==> config.mk <==
export PLATFORM = sky130hd
export DESIGN_NAME = tsu_ctrl
export DESIGN_NICKNAME = d
export VERILOG_FILES = /design/src/sv/tsu_pkg.sv /design/src/sv/tsu_ctrl.sv
export SDC_FILE = /design/constraint.sdc
export NUM_CORES = 1
export LEC_CHECK = 0
export BUFFER_PORTS_ARGS = -buffer_cell sky130_fd_sc_hd__buf_4
export CAP_MARGIN = 20
export CELL_PAD_IN_SITES_DETAIL_PLACEMENT = 1
export CELL_PAD_IN_SITES_GLOBAL_PLACEMENT = 1
export CORE_UTILIZATION = 35
export DETAILED_ROUTE_END_ITERATION = 7
export PLACE_DENSITY = 0.76
export SYNTH_ARGS = -nofsm -noshare
export SYNTH_HDL_FRONTEND = slang
export SYNTH_SLANG_ARGS = --single-unit
==> constraint.sdc <==
create_clock -name i_clk -period 2.4 [get_ports i_clk]
set_input_delay 0.36 -clock i_clk [delete_from_list [all_inputs] [get_ports i_clk]]
set_output_delay 0.36 -clock i_clk [all_outputs]
set_load 0.01 [all_outputs]
==> src/sv/tsu_pkg.sv <==
// ----------------------------------------------------------------------------
// tsu_pkg
// Shared types and constants for triangle setup with triplanar texture coords.
// ----------------------------------------------------------------------------
`default_nettype none

package tsu_pkg;

    localparam int POS_WIDTH_DEF = 32;
    localparam int TEX_W         = 32;
    localparam int BRUSH_W       = 16;
    localparam int NODE_W        = 32;
    localparam int CNT_W         = 32;
    localparam int SCALE_W       = 16;
    localparam int CFG_IDX_W     = 2;
    localparam int CFG_DATA_W    = 16;
    localparam int DIGIT_W       = 16;

    // corner slots 0..2, normal partial products 0..5
    localparam logic [1:0] LAST_SLOT = 2'd2;
    localparam logic [2:0] LAST_PROD = 3'd5;

    localparam logic                      ENABLE_RST  = 1'b1;
    localparam logic [SCALE_W-1:0]        SCALE_RST   = 16'd1311;
    localparam logic signed [BRUSH_W-1:0] DISCARD_RST = -16'sd1;

    typedef enum logic [CFG_IDX_W-1:0] {
        CFG_ENABLE,
        CFG_SCALE,
        CFG_DISCARD
    } t_cfg_reg;

    typedef enum logic [3:0] {
        S_IDLE,
        S_CHECK,
        S_DIFF,
        S_MSTART,
        S_MWAIT,
        S_ABS,
        S_PLANE,
        S_TEX,
        S_EMIT
    } t_state;

    typedef struct packed {
        logic       store;
        logic [1:0] slot;
        logic       count;
        logic       diff;
        logic       mul_start;
        logic [2:0] prod;
        logic       acc;
        logic       absn;
        logic       plane;
        logic       tex;
        logic [1:0] vtx;
        logic       emit;
    } t_dp_cmd;

    typedef struct packed {
        logic ok;
        logic mul_done;
        logic out_free;
    } t_dp_sts;

endpackage

`default_nettype wire

==> src/sv/tsu_ctrl.sv <==
// ----------------------------------------------------------------------------
// tsu_ctrl
// Sequencer: corner collection, triangle check, normal, plane and emission.
// ----------------------------------------------------------------------------
`default_nettype none

module tsu_ctrl (
    input  wire logic             i_clk,
    input  wire logic             i_rst_n,
    input  wire logic             i_in_valid,
    output logic                  o_in_stall,
    input  wire tsu_pkg::t_dp_sts i_sts,
    output tsu_pkg::t_dp_cmd      o_cmd
);

    tsu_pkg::t_state r_state, n_state;
    logic [1:0]      r_corner, n_corner;
    logic [2:0]      r_prod, n_prod;
    logic [1:0]      r_vtx, n_vtx;

    always_ff @(posedge i_clk) begin
        if (!i_rst_n) begin
            r_state  <= tsu_pkg::S_IDLE;
            r_corner <= '0;
            r_prod   <= '0;
            r_vtx    <= '0;
        end else begin
            r_state  <= n_state;
            r_corner <= n_corner;
            r_prod   <= n_prod;
            r_vtx    <= n_vtx;
        end
    end

    always_comb begin
        n_state    = r_state;
        n_corner   = r_corner;
        n_prod     = r_prod;
        n_vtx      = r_vtx;
        o_cmd      = '0;
        o_in_stall = 1'b1;
        unique case (r_state)
            tsu_pkg::S_IDLE: begin
                o_in_stall = 1'b0;
                if (i_in_valid) begin
                    o_cmd.store = 1'b1;
                    o_cmd.slot  = r_corner;
                    if (r_corner == tsu_pkg::LAST_SLOT) begin
                        n_corner = '0;
                        n_state  = tsu_pkg::S_CHECK;
                    end else begin
                        n_corner = r_corner + 2'd1;
                    end
                end
            end
            tsu_pkg::S_CHECK: begin
                if (i_sts.ok) begin
                    o_cmd.count = 1'b1;
                    n_state     = tsu_pkg::S_DIFF;
                end else begin
                    n_state = tsu_pkg::S_IDLE;
                end
            end
            tsu_pkg::S_DIFF: begin
                o_cmd.diff = 1'b1;
                n_prod     = '0;
                n_state    = tsu_pkg::S_MSTART;
            end
            tsu_pkg::S_MSTART: begin
                o_cmd.mul_start = 1'b1;
                o_cmd.prod      = r_prod;
                n_state         = tsu_pkg::S_MWAIT;
            end
            tsu_pkg::S_MWAIT: begin
                o_cmd.prod = r_prod;
                if (i_sts.mul_done) begin
                    o_cmd.acc = 1'b1;
                    if (r_prod == tsu_pkg::LAST_PROD) begin
                        n_state = tsu_pkg::S_ABS;
                    end else begin
                        n_prod  = r_prod + 3'd1;
                        n_state = tsu_pkg::S_MSTART;
                    end
                end
            end
            tsu_pkg::S_ABS: begin
                o_cmd.absn = 1'b1;
                n_state    = tsu_pkg::S_PLANE;
            end
            tsu_pkg::S_PLANE: begin
                o_cmd.plane = 1'b1;
                n_vtx       = '0;
                n_state     = tsu_pkg::S_TEX;
            end
            tsu_pkg::S_TEX: begin
                o_cmd.tex = 1'b1;
                o_cmd.vtx = r_vtx;
                n_state   = tsu_pkg::S_EMIT;
            end
            tsu_pkg::S_EMIT: begin
                o_cmd.vtx = r_vtx;
                // hold until the output register can take the vertex
                if (i_sts.out_free) begin
                    o_cmd.emit = 1'b1;
                    if (r_vtx == tsu_pkg::LAST_SLOT) begin
                        n_state = tsu_pkg::S_IDLE;
                    end else begin
                        n_vtx   = r_vtx + 2'd1;
                        n_state = tsu_pkg::S_TEX;
                    end
                end
            end
            default: begin
                n_state = tsu_pkg::S_IDLE;
            end
        endcase
    end

endmodule

`default_nettype wire

# ---- Word level (Yosys, flattened, before mapping)
# Index checks and enable logic that the tools add are counted.
dict set report totals {
  register_bits 11
  input_bits 6
  output_inout_bits 17
}
dict set report classes {
  n_addsub 3
  n_eq_ne 17
  muxes 31
  n_reduce_logical 9
}
# operator n
set op_table {}
lappend op_table {{one-hot mux 4 bit (9 select lines)} 1}
lappend op_table {{two-way mux 3 bit} 7}
lappend op_table {{== test 4 x 3 -> 1 bit, second input constant} 4}
lappend op_table {{two-way mux 4 bit} 4}
lappend op_table {{two-way mux 1 bit} 12}
lappend op_table {{inequality test 2 bit, second input constant} 6}
lappend op_table {{two-way mux 2 bit} 5}
lappend op_table {{== test 4 x 2 -> 1 bit, second input constant} 2}
lappend op_table {{one-hot mux 3 bit (2 select lines)} 1}
lappend op_table {{AND reduction 3 bit} 2}
lappend op_table {{adder 2 x 1 -> 2 bit, second input constant} 2}
lappend op_table {{== test 2 bit, second input constant} 2}
lappend op_table {{== test 4 x 1 -> 1 bit, second input constant} 1}
lappend op_table {{== test 4 bit, second input constant} 1}
lappend op_table {{logical NOT 4 bit} 1}
lappend op_table {{one-hot mux 2 bit (2 select lines)} 1}
lappend op_table {{AND reduction 4 bit} 1}
lappend op_table {{nonzero test 2 bit} 2}
lappend op_table {{OR reduction 2 bit} 2}
lappend op_table {{adder 3 x 1 -> 3 bit, second input constant} 1}
lappend op_table {{== test 3 bit, second input constant} 1}
lappend op_table {{AND reduction 2 bit} 1}

# ---- Depth between registers and ports, before layout
# Gate-level depths: netlist of run 1.
dict set report logic_depth {
  word_depth 4
  depth_mapped 6
  ltp_nobuf 6
}

# ---- Worst setup path before layout of run 1
# OpenSTA, ideal clock, no wires.
dict set report synth_timing {
  path_kind {reg2reg}
  from {register r_state[1]}
  to {register r_vtx[0]}
  setup_ps 66
  arrival_time_ps 1578
  required_time_ps 2334
  path_slack_ps 756
  path_stages_with_launch 5
  n_path_buf 0
  synth_period_minus_slack_ps 1644
  cell_sequence {dfxtp_1 > or4b_4 > or3_4 > mux2_1 > nor2_1}
}
dict set report synth_via {
  elab_chain_cells 3
  word_cells_on_any_way 7
  cone_classes {eq/ne (4); mux (1); reduce/logical (2)}
}
# element line_no
set synth_lines {}
lappend synth_lines {{start: declaration} tsu_ctrl.sv:16} ;# tsu_pkg::t_state r_state, n_state;
lappend synth_lines {{start signal: assignment} tsu_ctrl.sv:23} ;# r_state <= tsu_pkg::S_IDLE;
lappend synth_lines {{start signal: assignment} tsu_ctrl.sv:28} ;# r_state <= n_state;
lappend synth_lines {{== test 4 bit / == test 4 x 3 -> 1 bit (equally long branches)} tsu_ctrl.sv:42} ;# unique case (r_state)
lappend synth_lines {{inequality test 2 bit (no source line) / nonzero test 2 bit (equally long branches)} --}
lappend synth_lines {{AND reduction 3 bit (no source line)} --}
lappend synth_lines {{end signal: assignment} tsu_ctrl.sv:31} ;# r_vtx <= n_vtx;
lappend synth_lines {{end: declaration} tsu_ctrl.sv:19} ;# logic [1:0] r_vtx, n_vtx;
# Several ways; a longest one is shown, not always the timed one.
# A chain may end at the register's enable or synchronous reset.

==> run_results.csv, run 1 <==
group,metric,value,unit
final_layout,area_delta_synth_final,26.8,%
run_status,outcome,"complete, no violations",
sta,finalWorstSetupSlack,0.212,ns
floorplan,die_footprint,2390,um2
sta,post-route-min-period,2.19,ns
hold_path,cells_on_worst_hold_path,3,
placed_design,dpl.hpwl,1580,um
sta,tightest_slew,0.726,ns
logic_synthesis,synth_compound_area_share,18.2,%
placed_design,place.gp.congestion,0.782,
power,static-leakage-power,0.392,nW
sta,post-route-period-util,91.2,%
cts,clock_sink_count,11,
final_layout,drive_above_1_share,24.4,%
logic_synthesis,synth_edf_count,0,
sta,final.setup.tns,0,ns
routing,detail-route-antenna-nets,0,
final_layout,final_net_count,133,
cts,clock_latency,0.27,ns
floorplan,design.core.area,2020,um2
global_routing,globalRouteOverflowTotal,0,
logic_synthesis,adder_cell_share_of_the_synthesized_area,4.88,%
hold_path,worst_hold_path_type,"input pin to register",
floorplan,floorplan.rows,16,
sta,final-setup-viol-count,0,
power,vdd_drop_max,0.000244,V
logic_synthesis,synth-seq-area-share,28.6,%
setup_path,cp_cell_sequence,"nor4_1, and3_1, buf_4",
routing,via_count,793,
cts,post_cts_repair_setup_buffers,0,
logic_synthesis,yosysUniqueCellTypes,35,
sta,unrepaired_setup_endpoints_after_global_routing,"no",
floorplan,starting_density_of_the_core,38.1,%
sta,timing_hold_violations_final,0,
routing,drt-pass1-iter-count,4,
floorplan,die_h,48.9,um
global_routing,via_count_of_the_first_global_routing_pass,758,
logic_synthesis,yosys.area.top_type_share,28.6,%
setup_path,timing.critical_path.from_type,"register",
routing,wl,2120,um
final_layout,n_antenna_cell,0,
cts,cts.repair.resized,0,
sta,slew_margin_rel,51.1,%
logic_synthesis,synth_top_flop_cell,"dfxtp_1",
setup_path,crit_path_end_kind,"output pin",
logic_synthesis,yosysWarningCount,0,
setup_path,timing.rr.end,"r_vtx[0]",
logic_synthesis,synthSimpleGateAreaFrac,35.8,%
global_routing,global_route_wire_length_before_repair,3540,um
setup_path,worst-path-max-fanout,14,
global_routing,grt_start_max_net_pins,15,
hold_path,min_from,"i_sts[1]",
global_routing,antenna_found_initial,0,
setup_path,timing.reg2reg.worst_path_depth,4,
setup_path,critical_path.max_stage_delay,0.71,ns
logic_synthesis,yosys.area_share.xor_xnor,1.14,%
routing,routed_wire_length_per_instance,14.1,um
global_routing,global_route.usage.total,19.6,%
hold_path,hold_path_end,"r_state[2]",
cts,root_buffer,"clkbuf_4",
setup_path,worst-r2r-setup-slack,0.46,ns
power,comb_power_share,10.7,%
power,p_sw,93.6,uW
final_layout,layout.core_utilization,48.3,%
power,power.share.clock,36.6,%
setup_path,cp.arrival,1.83,ns
sta,worst_clock_skew,0.00240,ns
power,share_seq_of_total_power,52.7,%
sta,drv_slew,0,
cts,clock_tree.htree_level_count,1,
placed_design,port_buffers,22,
floorplan,die_w,48.9,um
logic_synthesis,post_synth_inst_count,102,
setup_path,critical_path.n_buffers_inverters,1,
logic_synthesis,synthesis.area_per_instance,7.54,um2
setup_path,crit_path_top_delay_cell,"nor4_1",
routing,drc_errors,0,
sta,achievable-frequency,457,MHz
placed_design,post-place-ws,0.506,ns
cts,max-clock-path-buffers,2,
cts,cts_made_buffers,3,
power,areal_power_density_over_the_cells,371,nW/um2
logic_synthesis,syn_std_cell_area,769,um2
setup_path,worstPathRequired,2.04,ns
run,cap_violations,0,
cts,tritoncts_clock_tree,"yes",
floorplan,ios,23,
cts,cts_hold_repair.buffers,0,
logic_synthesis,synth_top_family_by_area,"simple AND/OR/NAND/NOR gates",
logic_synthesis,netlist.top_cell.by_area,"dfxtp_1",
cts,clk_pin_slew,0.08,ns
logic_synthesis,async_flop_share,0,%
routing,detailedRoute.firstIterationViolations,8,
logic_synthesis,synth.area.top_cells,"dfxtp_1, nor2_1, a21oi_1",
setup_path,r2r-start,"r_state[3]",
logic_synthesis,multiplexer_share_of_the_synthesized_area,5.53,%
routing,number_of_vias_per_cell_after_detailed_routing,5.29,
setup_path,critPathKind,"register to output pin",
logic_synthesis,synth-seq-cells,11,
power,cell_internal_pwr,269,uW
logic_synthesis,mappedNetlistNets,111,
setup_path,worst_path_dominant_cell_family,"simple AND/OR/NAND/NOR gates",
power,power.share.switching,25.8,%
## power by group through the flow
stage               Clock [mW]  Sequential, mW  Combinational [mW]
CTS                      0.137           0.191              0.0388
global route             0.150           0.192              0.0439
global placement             0           0.195              0.0382
detailed placement           0           0.195              0.0387
finish                   0.133           0.191              0.0387
floorplan                    0           0.193              0.0226
## cells in the mapped netlist, types with 2 or more instances
cell and number:
nor3_1 3, and3_1 3, ha_1 3, inv_1 6
and2_1 3, nor2b_1 5, clkbuf_1 4, o21ai_0 7
nor4_1 2, nor2_1 13, nand2_1 4, mux2i_1 2
or2_2 2, nand2b_1 3, dfxtp_1 11, nor3b_1 2
mux2_1 2, a21oi_1 9, o32ai_1 2
## layer usage
layer  track usage, %  wire length [um]
met2             29.6               935
met1             26.0              1100
met5                0                 0
met4             9.80                29
met3             4.05                61
## through the flow
| step | power, mW | instances | hold slack [ns] | cell area, um2 |
|---|---|---|---|---|
| after detailed placement | 0.234 | 146 | 0.503 | 950 |
| after global placement | 0.233 | 146 | 0.479 | 950 |
| after global routing | 0.386 | 150 | 0.373 | 976 |
| after CTS | 0.367 | 150 | 0.368 | 976 |
| after floorplan | 0.215 | 102 | 0.466 | 769 |
| final | 0.362 | 150 | 0.382 | 976 |
## kinds of logic (layout without fill, tap and decap cells)
group,after synthesis,in the layout
and+or+nand+nor,48,48
buffers and inverters,12,33
DFF,11,11
adders and majority gates,3,3
muxes,4,4
AOI/OAI and AO/OA,23,23
xor gates and xnor gates,1,1
## cells in the final DEF (no fill, tap or decap), drive strengths merged
cell / synthesis / routed
mux2i: 2 / 2
nand2b: 3 / 3
clkinv: 1 / 1
nand3b: 1 / 1
or3b: 1 / 1
ha: 3 / 3
a311oi: 1 / 1
nor4b: 1 / 1
or2: 2 / 2
or4: 1 / 1
nor2b: 5 / 5
xnor2: 1 / 1
dfxtp: 11 / 11
o32ai: 2 / 2
a221o: 1 / 1
buf: 1 / 22
nor3b: 2 / 2
and3: 3 / 3
or3: 2 / 2
inv: 6 / 6
clkbuf: 4 / 4
a31oi: 1 / 1
o2111ai: 1 / 1
mux2: 2 / 2
nand2: 4 / 4
or4b: 1 / 1
a21oi: 9 / 9
nor4: 2 / 2
nor3: 3 / 3
nand3: 1 / 1
nor2: 13 / 13
and2: 3 / 3
o21ai: 7 / 7
o31a: 1 / 1
## worst reg2reg max path, cell delays in order (launching register included)
cell,delay [ns]
dfxtp_1,0.56
or4b_4,0.56
or3_4,0.36
mux2_1,0.32
nor2_1,0.08
## how the worst max path moves through the flow
stage | startpoint | endpoint | cells after the start
finish | r_state[1] | o_cmd[13] | 3
global route | r_state[1] | o_cmd[13] | 3
CTS | r_state[1] | o_cmd[13] | 3
detailed placement | r_state[3] | r_vtx[0] | 4
global placement | r_state[1] | o_cmd[13] | 3
floorplan | r_state[1] | r_vtx[0] | 4
## sequential cells by signal, indices dropped and copies added (netlist names)
name      count
r_corner      2
r_vtx         2
r_prod        3
r_state       4
## layout make-up
class                   instances  area (um2)
fillers                       263        1050
multi-input cells              79         504
repair buffers                 22         165
flip-flops and latches         11         220
well taps                      27        33.8
inverters                       7        26.3
clock buffers                   4        26.3
Power figures use the tool's default switching activity.
==> inputs of run 2 (changes only) <==
Settings changed: CORE_UTILIZATION 35 to 37, CTS_BUF_LIST set to sky130_fd_sc_hd__clkbuf_8, PLACE_DENSITY 0.76 to 0.79.
==> run 2 against run 1 <==
  * Worst hold slack improved by 0.040 ns
  * Clock skew fell by 0.0017 ns
  * First-iteration DRC count rose by 38%
  * Die area fell by 5.2%
  * Critical path type unchanged
  * Highest routed layer is now met3
==> run_results.csv, run 2 (synthesis gave the netlist of run 1 again) <==
group,metric,value,unit
sta,worst_clock_skew,0.000736,ns
power,power.total,409,uW
sta,slew_margin_rel,69.6,%
placed_design,place.gp.congestion,0.752,
placed_design,dpl.hpwl,1610,um
sta,timing_hold_violations_final,0,
cts,cts.repair.resized,0,
final_layout,drive_above_1_share,25.0,%
final_layout,area_delta_synth_final,30.2,%
cts,clock_latency,0.23,ns
cts,root_buffer,"clkbuf_8",
floorplan,die_w,47.6,um
routing,routed_wire_length_per_instance,13.6,um
cts,cts_made_buffers,3,
final_layout,mostFrequentLayoutCell,"buf_4",
final_layout,registers.top_by_ff_count,"r_state",
sta,drv_slew,0,
run,cap_violations,0,
sta,post-route-min-period,2.09,ns
floorplan,starting_density_of_the_core,39.2,%
hold_path,worst_hold_path_type,"input pin to register",
routing,drc_errors,0,
global_routing,grt_start_max_net_pins,15,
sta,tightest_slew,0.455,ns
cts,tritoncts_clock_tree,"yes",
routing,via_count,830,
floorplan,floorplan.rows,16,
final_layout,most_frequent_cells_in_the_layout,"buf_4, nor2_1, dfxtp_1",
setup_path,worstPathRequired,2.04,ns
cts,clock_tree.htree_level_count,1,
cts,clk_pin_slew,0.05,ns
floorplan,die_h,47.6,um
sta,achievable-frequency,479,MHz
placed_design,dp_cells,147,
final_layout,final.fill_count,273,
sta,unrepaired_setup_endpoints_after_global_routing,"no",
final_layout,reg_top3,"r_state (4), r_prod (3)",
setup_path,worst-path-max-fanout,13,
routing,detailedRoute.firstIterationViolations,11,
final_layout,largest_register_ffs,4,
cts,cts_hold_repair.buffers,0,
setup_path,timing.critical_path.from_type,"register",
run_status,outcome,"complete, no violations",
cts,clock_sink_count,11,
final_layout,n_antenna_cell,0,
setup_path,cp.arrival,1.73,ns
setup_path,crit_path_end_kind,"output pin",
final_layout,final_net_count,134,
power,vdd_drop_max,0.000334,V
placed_design,port_buffers,22,
final_layout,layout.cells.non_filler,151,
power,areal_power_density_over_the_cells,408,nW/um2
floorplan,design.core.area,1960,um2
setup_path,critPathKind,"register to output pin",
routing,number_of_vias_per_cell_after_detailed_routing,5.50,
floorplan,ios,23,
final_layout,ff_latch_area,220,um2
routing,drt-pass1-iter-count,4,
sta,post-route-period-util,87.0,%
cts,post_cts_repair_setup_buffers,0,
routing,wl,2050,um
sta,final-setup-viol-count,0,
routing,detail-route-antenna-nets,0,
global_routing,global_route_wire_length_before_repair,3190,um
global_routing,global_route.usage.total,19.6,%
final_layout,multi_input_area,504,um2
cts,max-clock-path-buffers,2,
sta,fin_worst_hold_slack,0.421,ns
global_routing,globalRouteOverflowTotal,0,
global_routing,antenna_found_initial,0,
global_routing,via_count_of_the_first_global_routing_pass,734,
power,static-leakage-power,0.408,nW
floorplan,die_footprint,2270,um2
sta,final.setup.tns,0,ns
[run 2: cell types whose count changed in the layout (fill, tap and decap cells not counted)]
cell      before  now
inv_1          6    7
buf_4         22   23
clkbuf_1       1    0
clkbuf_4       3    0
clkbuf_8       0    3
[run 2: layer usage]
| layer | wire [um] | GRT usage, % | part of all wire, % |
|---|---|---|---|
| met4 | 0 | 3.33 | 0 |
| met3 | 80 | 2.26 | 3.9 |
| met1 | 941 | 26.4 | 46 |
| met5 | 0 | 0 | 0 |
| met2 | 1030 | 34.2 | 50 |
[run 2: worst paths after layout]
check                           startpoint         end  slack [ns]  cells past startpoint
worst min register to register   r_prod[1]   r_prod[1]        0.52                      2
worst max-delay path            r_state[3]    o_cmd[2]        0.31                      4
worst min-delay path              i_sts[1]  r_state[2]        0.42                      3
worst max register to register  r_state[3]    r_vtx[1]        0.47                      4
[run 2: worst max-delay path, stage by stage (launching register included)]
cell     delay [ns]
dfxtp_1        0.56
or4b_4         0.54
o21ai_0        0.11
and2_1         0.16
buf_4          0.12
[run 2: area by class of cell]
type | count | share of cell area, %
Clock buffer | 3 | 4.12
Clock inverter | 1 | 0.375
Inverter | 7 | 2.62
Multi-Input combinational cell | 79 | 50.3
Sequential cell | 11 | 22.0
Tap cell | 27 | 3.37
Timing Repair Buffer | 23 | 17.2
[run 2: metrics by stage]
step | util [%] | worst slack, ns | instance area [um2]
global placement | 48.8 | 0.526 | 957
finish | 51.1 | 0.312 | 1000
global route | 51.1 | 0.226 | 1000
detailed placement | 48.8 | 0.488 | 957
CTS | 51.1 | 0.307 | 1000
floorplan | - | 0.756 | 769
[run 2: power breakdown]
group | total [mW] | switching (mW) | leakage (nW) | internal, mW
sequential | 0.192 | 0.00504 | 0.0889 | 0.187
combinational | 0.0398 | 0.0205 | 0.292 | 0.0193
clock | 0.177 | 0.0655 | 0.0269 | 0.112
total | 0.409 | 0.0911 | 0.408 | 0.318
